--- src/rtl/sfs_pkg.sv ---
package sfs_pkg;

    // configuration port
    localparam int CFG_IDX_W = 3;
    localparam int CFG_W     = 13;

    typedef logic [CFG_IDX_W-1:0] cfg_idx_t;

    localparam cfg_idx_t REG_SHEET_WIDTH  = 3'd0;
    localparam cfg_idx_t REG_FRAME_WIDTH  = 3'd1;
    localparam cfg_idx_t REG_FRAME_HEIGHT = 3'd2;
    localparam cfg_idx_t REG_ORIGIN_X     = 3'd3;
    localparam cfg_idx_t REG_ORIGIN_Y     = 3'd4;
    localparam cfg_idx_t REG_FRAME_COUNT  = 3'd5;

    // field widths
    localparam int DIM_W    = 13;
    localparam int ORG_W    = 12;
    localparam int FCNT_W   = 7;
    localparam int ACT_W    = 2;
    localparam int DELTA_W  = 20;
    localparam int EIDX_W   = 6;
    localparam int EDUR_W   = 24;
    localparam int SRCX_W   = 12;
    localparam int SRCY_W   = 18;
    localparam int SHOWN_W  = 6;

    typedef logic [ACT_W-1:0] action_t;

    localparam action_t ACT_TICK    = 2'd0;
    localparam action_t ACT_WRITE   = 2'd1;
    localparam action_t ACT_RESTART = 2'd2;

    // reset values and limits
    localparam logic [DIM_W-1:0]  SHEET_WIDTH_RST  = 13'd256;
    localparam logic [DIM_W-1:0]  FRAME_WIDTH_RST  = 13'd32;
    localparam logic [DIM_W-1:0]  FRAME_HEIGHT_RST = 13'd32;
    localparam logic [FCNT_W-1:0] FRAME_COUNT_RST  = 7'd1;
    localparam logic [DIM_W-1:0]  DIM_MAX          = 13'd4096;
    localparam logic [31:0]       SRC_Y_MAX        = 32'd262143;

endpackage

--- src/rtl/sprite_frame_sequencer.sv ---
// channel   | handshake          | payload
// ----------+--------------------+--------------------------------------------------
// input     | s_valid / s_ready  | s_action, s_delta_us, s_entry_index, s_entry_duration
// result    | m_valid / m_ready  | m_src_x, m_src_y, m_shown_frame, m_advanced
// config    | cfg_we             | cfg_index, cfg_wdata (write only, no wait)
//
// write and restart transactions leave the input ready; a tick keeps it busy
// through two back-to-back 13-bit passes through the shared serial divider
// (frames per row, then row of the current frame)
// aresetn is synchronous; it clears frame index, elapsed time, registers, control
// the duration table has no reset; entries are defined once written
// a finished result waits in the output register while the next transaction is taken
module sprite_frame_sequencer #(
    parameter int MAX_FRAMES = 64,
    parameter int TIME_BITS  = 24
) (
    input  logic                              aclk,
    input  logic                              aresetn,
    // configuration
    input  logic                              cfg_we,
    input  logic [sfs_pkg::CFG_IDX_W-1:0]     cfg_index,
    input  logic [sfs_pkg::CFG_W-1:0]         cfg_wdata,
    // input transactions
    input  logic                              s_valid,
    output logic                              s_ready,
    input  logic [sfs_pkg::ACT_W-1:0]         s_action,
    input  logic [sfs_pkg::DELTA_W-1:0]       s_delta_us,
    input  logic [sfs_pkg::EIDX_W-1:0]        s_entry_index,
    input  logic [sfs_pkg::EDUR_W-1:0]        s_entry_duration,
    // result transactions
    output logic                              m_valid,
    input  logic                              m_ready,
    output logic [sfs_pkg::SRCX_W-1:0]        m_src_x,
    output logic [sfs_pkg::SRCY_W-1:0]        m_src_y,
    output logic [sfs_pkg::SHOWN_W-1:0]       m_shown_frame,
    output logic                              m_advanced
);

    localparam int FI_W  = $clog2(MAX_FRAMES);
    localparam int CNT_W = FI_W + 1;
    localparam int ET_W  = TIME_BITS + 2;
    // wide enough for elapsed + delta, duration - elapsed and its double
    localparam int XW    = ((TIME_BITS + 2 > sfs_pkg::DELTA_W + 1) ?
                            TIME_BITS + 2 : sfs_pkg::DELTA_W + 1) + 2;
    localparam int PX_W  = FI_W + 14;
    localparam int DW    = sfs_pkg::DIM_W;

    // sequencer states
    localparam logic [2:0] S_IDLE  = 3'd0;
    localparam logic [2:0] S_PREP  = 3'd1;
    localparam logic [2:0] S_START = 3'd2;
    localparam logic [2:0] S_ROWPR = 3'd3;
    localparam logic [2:0] S_ROW   = 3'd4;
    localparam logic [2:0] S_WAIT  = 3'd5;
    localparam logic [2:0] S_OUT   = 3'd6;

    // saturation bounds of elapsed time
    localparam logic signed [XW-1:0] ET_HI =
        signed'({{(XW-TIME_BITS-1){1'b0}}, {(TIME_BITS+1){1'b1}}});
    localparam logic signed [XW-1:0] ET_LO = ~ET_HI;

    logic [2:0] state_reg, state_next;

    // configuration registers
    logic [DW-1:0]                  sheet_width_reg;
    logic [DW-1:0]                  frame_width_reg;
    logic [DW-1:0]                  frame_height_reg;
    logic [sfs_pkg::ORG_W-1:0]      origin_x_reg;
    logic [sfs_pkg::ORG_W-1:0]      origin_y_reg;
    logic [sfs_pkg::FCNT_W-1:0]     frame_count_reg;

    // animation state
    logic [FI_W-1:0]                frame_index_reg;
    logic signed [ET_W-1:0]         elapsed_reg;

    // per-tick working registers
    logic [FI_W-1:0]                cur_reg;
    logic [sfs_pkg::DELTA_W-1:0]    delta_reg;
    logic signed [XW-1:0]           e_reg;
    logic signed [XW-1:0]           diff_reg;
    logic [DW-1:0]                  sw_reg;
    logic [DW-1:0]                  fw_reg;
    logic [CNT_W-1:0]               cnt_reg;
    logic [PX_W-1:0]                px_reg;
    logic [DW-1:0]                  per_row_reg;
    logic [PX_W-1:0]                sy_reg;
    logic                           adv_reg;
    logic signed [ET_W-1:0]         enew_reg;

    // output register
    logic                           m_valid_reg;
    logic [sfs_pkg::SRCX_W-1:0]     src_x_reg;
    logic [sfs_pkg::SRCY_W-1:0]     src_y_reg;
    logic [sfs_pkg::SHOWN_W-1:0]    shown_reg;
    logic                           advanced_reg;

    logic accept;
    logic take_tick;
    logic out_load;

    // clamped configuration
    logic [DW-1:0]    sw_c, fw_c;
    logic [CNT_W-1:0] cnt_c;
    logic [31:0]      fc32;

    // duration table
    logic [31:0]           idx32, dur32;
    logic                  ram_we;
    logic [FI_W-1:0]       ram_waddr;
    logic [TIME_BITS-1:0]  ram_wdata;
    logic [TIME_BITS-1:0]  ram_rdata;

    // time decision
    logic signed [XW:0]    dbl_diff;
    logic signed [XW:0]    delta_x;
    logic                  adv_c;
    logic signed [XW-1:0]  esel;
    logic signed [XW-1:0]  esat;

    // dividers
    logic             a_start, b_start, c_start;
    logic [DW-1:0]    a_dividend, a_divisor;
    logic             a_busy, b_busy, c_busy;
    logic [DW-1:0]    a_quo, a_rem;
    logic [PX_W-1:0]  b_quo;
    logic [DW-1:0]    b_rem;
    logic [CNT_W-1:0] c_quo, c_rem;

    logic [31:0]      sy32, cur32;

    assign accept    = s_valid && s_ready;
    assign take_tick = accept && (s_action == sfs_pkg::ACT_TICK);
    assign out_load  = (state_reg == S_OUT) && (!m_valid_reg || m_ready);

    // ------------------------------------------------------------------
    // configuration clamps: zero acts as one, frame count caps at MAX_FRAMES, widths cap at 4096
    // ------------------------------------------------------------------
    always_comb begin
        if (sheet_width_reg == '0) begin
            sw_c = DW'(1);
        end else if (sheet_width_reg > sfs_pkg::DIM_MAX) begin
            sw_c = sfs_pkg::DIM_MAX;
        end else begin
            sw_c = sheet_width_reg;
        end
        if (frame_width_reg == '0) begin
            fw_c = DW'(1);
        end else if (frame_width_reg > sfs_pkg::DIM_MAX) begin
            fw_c = sfs_pkg::DIM_MAX;
        end else begin
            fw_c = frame_width_reg;
        end
        fc32 = 32'(frame_count_reg);
        if (fc32 == 32'd0) begin
            cnt_c = CNT_W'(1);
        end else if (fc32 > 32'(MAX_FRAMES)) begin
            cnt_c = CNT_W'(MAX_FRAMES);
        end else begin
            cnt_c = CNT_W'(frame_count_reg);
        end
    end

    // ------------------------------------------------------------------
    // duration table: written by write transactions, read at tick accept
    // ------------------------------------------------------------------
    assign idx32     = 32'(s_entry_index);
    assign dur32     = 32'(s_entry_duration);
    // entries beyond the table are dropped
    assign ram_we    = accept && (s_action == sfs_pkg::ACT_WRITE) &&
                       (idx32 < 32'(MAX_FRAMES));
    assign ram_waddr = idx32[FI_W-1:0];
    assign ram_wdata = dur32[TIME_BITS-1:0];

    sfs_ram #(
        .WIDTH (TIME_BITS),
        .DEPTH (MAX_FRAMES)
    ) u_dur_ram (
        .aclk  (aclk),
        .we    (ram_we),
        .waddr (ram_waddr),
        .wdata (ram_wdata),
        .re    (take_tick),
        .raddr (frame_index_reg),
        .rdata (ram_rdata)
    );

    // ------------------------------------------------------------------
    // time decision: diff = duration - (elapsed + delta)
    // advance when the frame is due, or when one more tick would overshoot
    // by more than the wait that is left; new elapsed is then -diff
    // ------------------------------------------------------------------
    always_comb begin
        dbl_diff = {diff_reg, 1'b0};
        delta_x  = signed'((XW+1)'(delta_reg));
        adv_c    = (diff_reg <= 0) || (delta_x > dbl_diff);
        esel     = adv_c ? -diff_reg : e_reg;
        if (esel > ET_HI) begin
            esat = ET_HI;
        end else if (esel < ET_LO) begin
            esat = ET_LO;
        end else begin
            esat = esel;
        end
    end

    // ------------------------------------------------------------------
    // divider A: frames per row first, then row of the current frame
    // divider B: x position modulo sheet width
    // divider C: next frame index modulo frame count
    // ------------------------------------------------------------------
    assign a_start    = (state_reg == S_START) || (state_reg == S_ROW);
    assign a_dividend = (state_reg == S_ROW) ? DW'(cur_reg) : sw_reg;
    assign a_divisor  = (state_reg == S_ROW) ? per_row_reg : fw_reg;
    assign b_start    = (state_reg == S_START);
    assign c_start    = (state_reg == S_START);

    sfs_div #(
        .N (DW),
        .D (DW)
    ) u_div_a (
        .aclk      (aclk),
        .aresetn   (aresetn),
        .start     (a_start),
        .dividend  (a_dividend),
        .divisor   (a_divisor),
        .busy      (a_busy),
        .quotient  (a_quo),
        .remainder (a_rem)
    );

    sfs_div #(
        .N (PX_W),
        .D (DW)
    ) u_div_b (
        .aclk      (aclk),
        .aresetn   (aresetn),
        .start     (b_start),
        .dividend  (px_reg),
        .divisor   (sw_reg),
        .busy      (b_busy),
        .quotient  (b_quo),
        .remainder (b_rem)
    );

    sfs_div #(
        .N (CNT_W),
        .D (CNT_W)
    ) u_div_c (
        .aclk      (aclk),
        .aresetn   (aresetn),
        .start     (c_start),
        .dividend  (CNT_W'(cur_reg) + CNT_W'(1)),
        .divisor   (cnt_reg),
        .busy      (c_busy),
        .quotient  (c_quo),
        .remainder (c_rem)
    );

    // ------------------------------------------------------------------
    // sequencer
    // ------------------------------------------------------------------
    always_comb begin
        state_next = state_reg;
        unique case (state_reg)
            S_IDLE: begin
                if (take_tick) begin
                    state_next = S_PREP;
                end
            end
            S_PREP:  state_next = S_START;
            S_START: state_next = S_ROWPR;
            S_ROWPR: begin
                if (!a_busy) begin
                    state_next = S_ROW;
                end
            end
            S_ROW:   state_next = S_WAIT;
            S_WAIT: begin
                if (!a_busy && !b_busy && !c_busy) begin
                    state_next = S_OUT;
                end
            end
            S_OUT: begin
                if (out_load) begin
                    state_next = S_IDLE;
                end
            end
            default: state_next = S_IDLE;
        endcase
    end

    assign s_ready = (state_reg == S_IDLE);

    // saturated y and truncated frame number for the result
    assign sy32  = 32'(sy_reg);
    assign cur32 = 32'(cur_reg);

    always_ff @(posedge aclk) begin
        if (!aresetn) begin
            state_reg        <= S_IDLE;
            sheet_width_reg  <= sfs_pkg::SHEET_WIDTH_RST;
            frame_width_reg  <= sfs_pkg::FRAME_WIDTH_RST;
            frame_height_reg <= sfs_pkg::FRAME_HEIGHT_RST;
            origin_x_reg     <= '0;
            origin_y_reg     <= '0;
            frame_count_reg  <= sfs_pkg::FRAME_COUNT_RST;
            frame_index_reg  <= '0;
            elapsed_reg      <= '0;
            m_valid_reg      <= 1'b0;
        end else begin
            state_reg <= state_next;

            if (cfg_we) begin
                unique case (cfg_index)
                    sfs_pkg::REG_SHEET_WIDTH:  sheet_width_reg  <= cfg_wdata;
                    sfs_pkg::REG_FRAME_WIDTH:  frame_width_reg  <= cfg_wdata;
                    sfs_pkg::REG_FRAME_HEIGHT: frame_height_reg <= cfg_wdata;
                    sfs_pkg::REG_ORIGIN_X:
                        origin_x_reg <= cfg_wdata[sfs_pkg::ORG_W-1:0];
                    sfs_pkg::REG_ORIGIN_Y:
                        origin_y_reg <= cfg_wdata[sfs_pkg::ORG_W-1:0];
                    sfs_pkg::REG_FRAME_COUNT:
                        frame_count_reg <= cfg_wdata[sfs_pkg::FCNT_W-1:0];
                    default: ;
                endcase
            end

            // restart clears index and time at once
            if (accept && (s_action == sfs_pkg::ACT_RESTART)) begin
                frame_index_reg <= '0;
                elapsed_reg     <= '0;
            end

            // commit the tick while its result goes to the output register
            if (out_load) begin
                elapsed_reg <= enew_reg;
                if (adv_reg) begin
                    frame_index_reg <= c_rem[FI_W-1:0];
                end
            end

            if (out_load) begin
                m_valid_reg <= 1'b1;
            end else if (m_ready) begin
                m_valid_reg <= 1'b0;
            end
        end

        // working registers, no reset needed
        if (take_tick) begin
            cur_reg   <= frame_index_reg;
            delta_reg <= s_delta_us;
            e_reg     <= XW'(elapsed_reg) + signed'(XW'(s_delta_us));
            sw_reg    <= sw_c;
            fw_reg    <= fw_c;
            cnt_reg   <= cnt_c;
        end
        if (state_reg == S_PREP) begin
            diff_reg <= signed'(XW'(ram_rdata)) - e_reg;
            px_reg   <= PX_W'(cur_reg) * PX_W'(fw_reg) + PX_W'(origin_x_reg);
        end
        if (state_reg == S_START) begin
            adv_reg  <= adv_c;
            enew_reg <= esat[ET_W-1:0];
        end
        if ((state_reg == S_ROWPR) && !a_busy) begin
            // a sheet narrower than one frame still holds one frame per row
            per_row_reg <= (a_quo == '0) ? DW'(1) : a_quo;
        end
        if ((state_reg == S_WAIT) && !a_busy) begin
            sy_reg <= PX_W'(a_quo[FI_W-1:0]) * PX_W'(frame_height_reg) +
                      PX_W'(origin_y_reg);
        end
        if (out_load) begin
            src_x_reg    <= b_rem[sfs_pkg::SRCX_W-1:0];
            src_y_reg    <= (sy32 > sfs_pkg::SRC_Y_MAX) ?
                            sfs_pkg::SRC_Y_MAX[sfs_pkg::SRCY_W-1:0] :
                            sy32[sfs_pkg::SRCY_W-1:0];
            shown_reg    <= cur32[sfs_pkg::SHOWN_W-1:0];
            advanced_reg <= adv_reg;
        end
    end

    assign m_valid       = m_valid_reg;
    assign m_src_x       = src_x_reg;
    assign m_src_y       = src_y_reg;
    assign m_shown_frame = shown_reg;
    assign m_advanced    = advanced_reg;

endmodule

--- src/rtl/sfs_ram.sv ---
module sfs_ram #(
    parameter int WIDTH = 24,
    parameter int DEPTH = 64
) (
    input  logic                     aclk,
    input  logic                     we,
    input  logic [$clog2(DEPTH)-1:0] waddr,
    input  logic [WIDTH-1:0]         wdata,
    input  logic                     re,
    input  logic [$clog2(DEPTH)-1:0] raddr,
    output logic [WIDTH-1:0]         rdata
);

    logic [WIDTH-1:0] mem [DEPTH];

    always_ff @(posedge aclk) begin
        if (we) begin
            mem[waddr] <= wdata;
        end
        if (re) begin
            rdata <= mem[raddr];
        end
    end

endmodule

--- src/rtl/sfs_div.sv ---
// restoring divider, one quotient bit per cycle
module sfs_div #(
    parameter int N = 13,
    parameter int D = 13
) (
    input  logic         aclk,
    input  logic         aresetn,
    input  logic         start,
    input  logic [N-1:0] dividend,
    input  logic [D-1:0] divisor,
    output logic         busy,
    output logic [N-1:0] quotient,
    output logic [D-1:0] remainder
);

    localparam int CW = $clog2(N + 1);

    logic          busy_reg, busy_next;
    logic [CW-1:0] cnt_reg, cnt_next;
    logic [N-1:0]  quo_reg, quo_next;
    logic [D-1:0]  rem_reg, rem_next;
    logic [D-1:0]  dsr_reg, dsr_next;
    logic [D:0]    trial;
    logic [D:0]    diff;

    always_comb begin
        trial     = {rem_reg, quo_reg[N-1]};
        diff      = trial - {1'b0, dsr_reg};
        busy_next = busy_reg;
        cnt_next  = cnt_reg;
        quo_next  = quo_reg;
        rem_next  = rem_reg;
        dsr_next  = dsr_reg;
        if (start) begin
            busy_next = 1'b1;
            cnt_next  = CW'(N);
            quo_next  = dividend;
            rem_next  = '0;
            dsr_next  = divisor;
        end else if (busy_reg) begin
            if (trial >= {1'b0, dsr_reg}) begin
                rem_next = diff[D-1:0];
                quo_next = {quo_reg[N-2:0], 1'b1};
            end else begin
                rem_next = trial[D-1:0];
                quo_next = {quo_reg[N-2:0], 1'b0};
            end
            cnt_next = cnt_reg - 1'b1;
            if (cnt_reg == CW'(1)) begin
                busy_next = 1'b0;
            end
        end
    end

    always_ff @(posedge aclk) begin
        if (!aresetn) begin
            busy_reg <= 1'b0;
            cnt_reg  <= '0;
        end else begin
            busy_reg <= busy_next;
            cnt_reg  <= cnt_next;
        end
        quo_reg <= quo_next;
        rem_reg <= rem_next;
        dsr_reg <= dsr_next;
    end

    assign busy      = busy_reg;
    assign quotient  = quo_reg;
    assign remainder = rem_reg;

endmodule

--- config.mk ---
export PLATFORM = sky130hd
export DESIGN_NAME = sprite_frame_sequencer
export DESIGN_NICKNAME = d
export VERILOG_FILES = /design/src/rtl/sfs_pkg.sv /design/src/rtl/sprite_frame_sequencer.sv /design/src/rtl/sfs_ram.sv /design/src/rtl/sfs_div.sv
export SDC_FILE = /design/constraint.sdc
export NUM_CORES = 2
export LEC_CHECK = 0
export ABC_AREA = 1
export CAP_MARGIN = 20
export CORE_MARGIN = 4
export CORE_UTILIZATION = 50
export DETAILED_ROUTE_END_ITERATION = 12
export DONT_BUFFER_PORTS = 1
export PLACE_DENSITY_LB_ADDON = 0.3
export SYNTH_ARGS = -nofsm -noshare
export SYNTH_HDL_FRONTEND = slang
export SYNTH_SLANG_ARGS = --single-unit
--- constraint.sdc ---
create_clock -name aclk -period 41 [get_ports aclk]
set_input_delay 4.1 -clock aclk [delete_from_list [all_inputs] [get_ports aclk]]
set_output_delay 4.1 -clock aclk [all_outputs]
set_load 0.005 [all_outputs]
==> metrics.md <==
| Metric | Value |
|---|---|
| Status | `finished, final reports clean` |
| Io pins | `112` |
| CP cell instances | `inv_1, nor2_1, nand3_1, nor2_1, nand3_1, nor2_2, buf_16` |
| Crit. End Element | `register` |
| CTS tree | `built` |
| DR WL/cell | `around 24 µm` |
| Initial drt markers | `7654` |
| Synthesized area per cell | `11.55 µm²` |
| VDD IR-drop max | `0.04302 mV` |
| Area Growth Syn to Fin | `10.41%` |
| DR vias/cell | `roughly 5.9` |
| Total gr overflow | `0` |
| Pre-antenna DRT Iters | `8` |
| Fmax achieved | `157.0 MHz` |
| Biggest area consumer among synthesized cells | `edfxtp_1` |
| Vias in the first global route | `56857` |
| Initial core utilization | `50.32%` |
| Drc violations | `0` |
| Seq/Total Area, Yosys | `66.57%` |
| CP arrival | `6940 ps` |
| Die footprint | `184200 µm²` |
| Synth warn | `0` |
| Max Transition Viols Final | `0` |
| Inserted Clock Buffers | `200` |
| H-tree levels | `4` |
| Share of the synthesized area in the top cell type | `63.10%` |
| Post-CTS Resized | `0` |
| Clk buf depth | `3` |
| Total nets after synthesis | `roughly 8100` |
| Number of synthesized flops with an enable pin | `1864` |
| Largest net degree at the start of global routing | `193` |
| Clock skew | `approximately 70 ps` |
| Syn Inst Count | `7681` |
| Synth area leaders | `edfxtp_1, o21ai_0, nor2_1, dfxtp_1, nand2_1` |
| Class of the worst hold path | `reg2reg` |
| Mapped cell area | `about 90000 µm²` |
| Routed WL | `239.3 mm` |
| Post-CTS Setup Bufs | `0` |
| Ys async rst share | `0%` |
| First-pass GRT wire length | `between 300 and 400 mm` |
| Initial antenna violation count | `6` |
| Worst Path Max Fanout | `18` |
| Gpl congestion | `0.9125` |
| Final ANT Viol Nets | `0` |
| Leak | `35.69 nW` |
| RSZ-0062 raised after global routing | `no` |
| CP delay by family, top | `simple AND/OR/NAND/NOR gates` |
| Setup TNS | `0 ps` |
| Share of post-route cells with drive strength above 1 | `between 6 and 7%` |
| Clk root buf | `clkbuf_16` |
| Max-Cap Viols | `0` |
| Fin nets | `7942` |
| Row count | `154` |
| CTS sink cnt | `~2000` |
| Ys flop type | `edfxtp_1` |
| Cts-stage hold buffer count | `0` |
| Slowest library cell on the worst path | `nor2_2` |
| HPWL Detailed | `between 100 and 150 mm` |
| Post-route cell area | `97950 µm²` |
| Type of origin of the critical path | `input port` |
| CP Class | `in2reg` |
| Final Hold Fails | `0` |
| Slew Limit Headroom | `21.93%` |
| Number of flip-flops in the largest register | `~1500` |
| Cell variety after synth | `between 50 and 60` |
| Flops & latches, synth | `2018` |
| Setup Viol. Count Final | `0` |
| # fillers | `~14000` |
| WP buf/inv | `2` |
| Dpl cell area | `91010 µm²` |
| Period utilisation layout | `between 10% and 20%` |
| Core area | `176300 µm²` |
| Detailed-route via count | `roughly 60000` |
| Worst EP required | `a little over 40000 ps` |
| Register area | `just under 60000 µm²` |
| Port Buf Inserts | `0` |
| Die width | `roughly 430 µm` |
| Final min period | `6371 ps` |
| Skew-Pair Late Insertion Delay | `870 ps` |
| PD cells | `52.48 nW/µm²` |
| Delay of the slowest critical-path stage | `between 700 and 800 ps` |
| Worst Max-Slew Pin Slew | `roughly 1200 ps` |
| Clock transition at the registers of the reported paths | `60 ps` |
| GRT Total Usage | `25.38%` |
| Die Span Y | `429.2 µm` |
| Multi-input gate area | `25910 µm²` |
## layout make-up
type	count	area share [%]
Tap cell	2340	2.989
Antenna cell	2	0.005110
Clock inverter	132	1.544
Sequential cell	2018	60.31
Multi-Input combinational cell	4655	26.45
Inverter	579	2.242
Timing Repair Buffer	114	1.157
Clock buffer	238	5.297
## cells by family (layout without fill, tap and decap cells)
logic type	after synthesis	in the layout	synth area share, %
buf+inv	1008	1063	4.430
xor+xnor	120	120	1.185
other cells	0	2	0
flops	2018	2018	66.57
compound gates	1980	1980	12.45
fa+ha+maj	302	302	5.213
simple gates	2253	2253	10.15
## report_power, final
group / total, mW / internal [mW] / switching, mW
logic: 0.810 / 0.260 / 0.550
clock network: 1.86 / 1.06 / 0.801
registers: 2.47 / 2.39 / 0.0799
## per-stage QoR
| stage | utilization, % | setup slack [ps] | cells | hold slack, ps | total power, mW |
|---|---|---|---|---|---|
| final | 55.56 | 34630 | 10078 | 422.9 | 5.140 |
| after global routing | 55.55 | 34480 | 10077 | 440.4 | 5.373 |
| after CTS | 55.42 | 34280 | 10062 | 423.3 | 5.159 |
| after detailed placement | 51.62 | 33360 | 9692 | 406.6 | 3.312 |
| after global placement | 51.52 | 33350 | 9684 | 404.5 | 3.292 |
| after floorplan | - | 25280 | 7681 | 400.3 | 3.076 |
## layer usage
layer | up-vias | track usage, % | wire length, µm
li1 | 27097 | - | -
met1 | 29176 | 35.63 | 97210
met2 | 2877 | 38.90 | 108500
met3 | 422 | 6.190 | 25070
met4 | 4 | 8.793 | 8423
met5 | - | 0 | 27
## cell usage in the layout (no fill, tap or decap), drive strengths merged, types with 13 or more instances in the layout
| cell type | netlist | routed |
|---|---|---|
| ha | 188 | 188 |
| nor4 | 13 | 13 |
| bufinv | 0 | 24 |
| buf | 104 | 114 |
| or2 | 20 | 20 |
| o22ai | 410 | 410 |
| edfxtp | 1864 | 1864 |
| nand4 | 33 | 33 |
| inv | 574 | 582 |
| nor2 | 1228 | 1228 |
| clkbuf | 325 | 238 |
| a21oi | 220 | 220 |
| fa | 113 | 113 |
| a21o | 18 | 18 |
| clkinv | 5 | 100 |
| xnor2 | 39 | 39 |
| nand2 | 774 | 774 |
| nand3 | 155 | 155 |
| o221ai | 56 | 56 |
| o211ai | 77 | 77 |
| dfxtp | 154 | 154 |
| xor2 | 81 | 81 |
| nor3 | 21 | 21 |
| o21ai | 1137 | 1137 |
## worst paths after layout
check	from	endpoint	slack, ps	depth (start not counted)
hold reg to reg	cnt_reg[1]	u_div_c.dsr_reg[1]	420	0
setup reg to reg	frame_index_reg[0]	u_dur_ram.rdata[1]	35380	9
setup / recovery	s_valid	u_dur_ram.mem[5][21]	34630	7
hold / removal	cnt_reg[1]	u_div_c.dsr_reg[1]	420	0
## cell usage after synthesis, types with 65 or more instances
master,count
clkbuf_1,325
dfxtp_1,154
inv_1,563
edfxtp_1,1864
o21ai_0,1072
o211ai_1,77
fa_1,113
buf_2,84
nand3_1,150
ha_1,188
a21oi_1,220
xor2_1,81
nand2_1,769
nor2_1,1220
o22ai_1,410
o21ai_1,65
(Power assumes the default switching activity.)
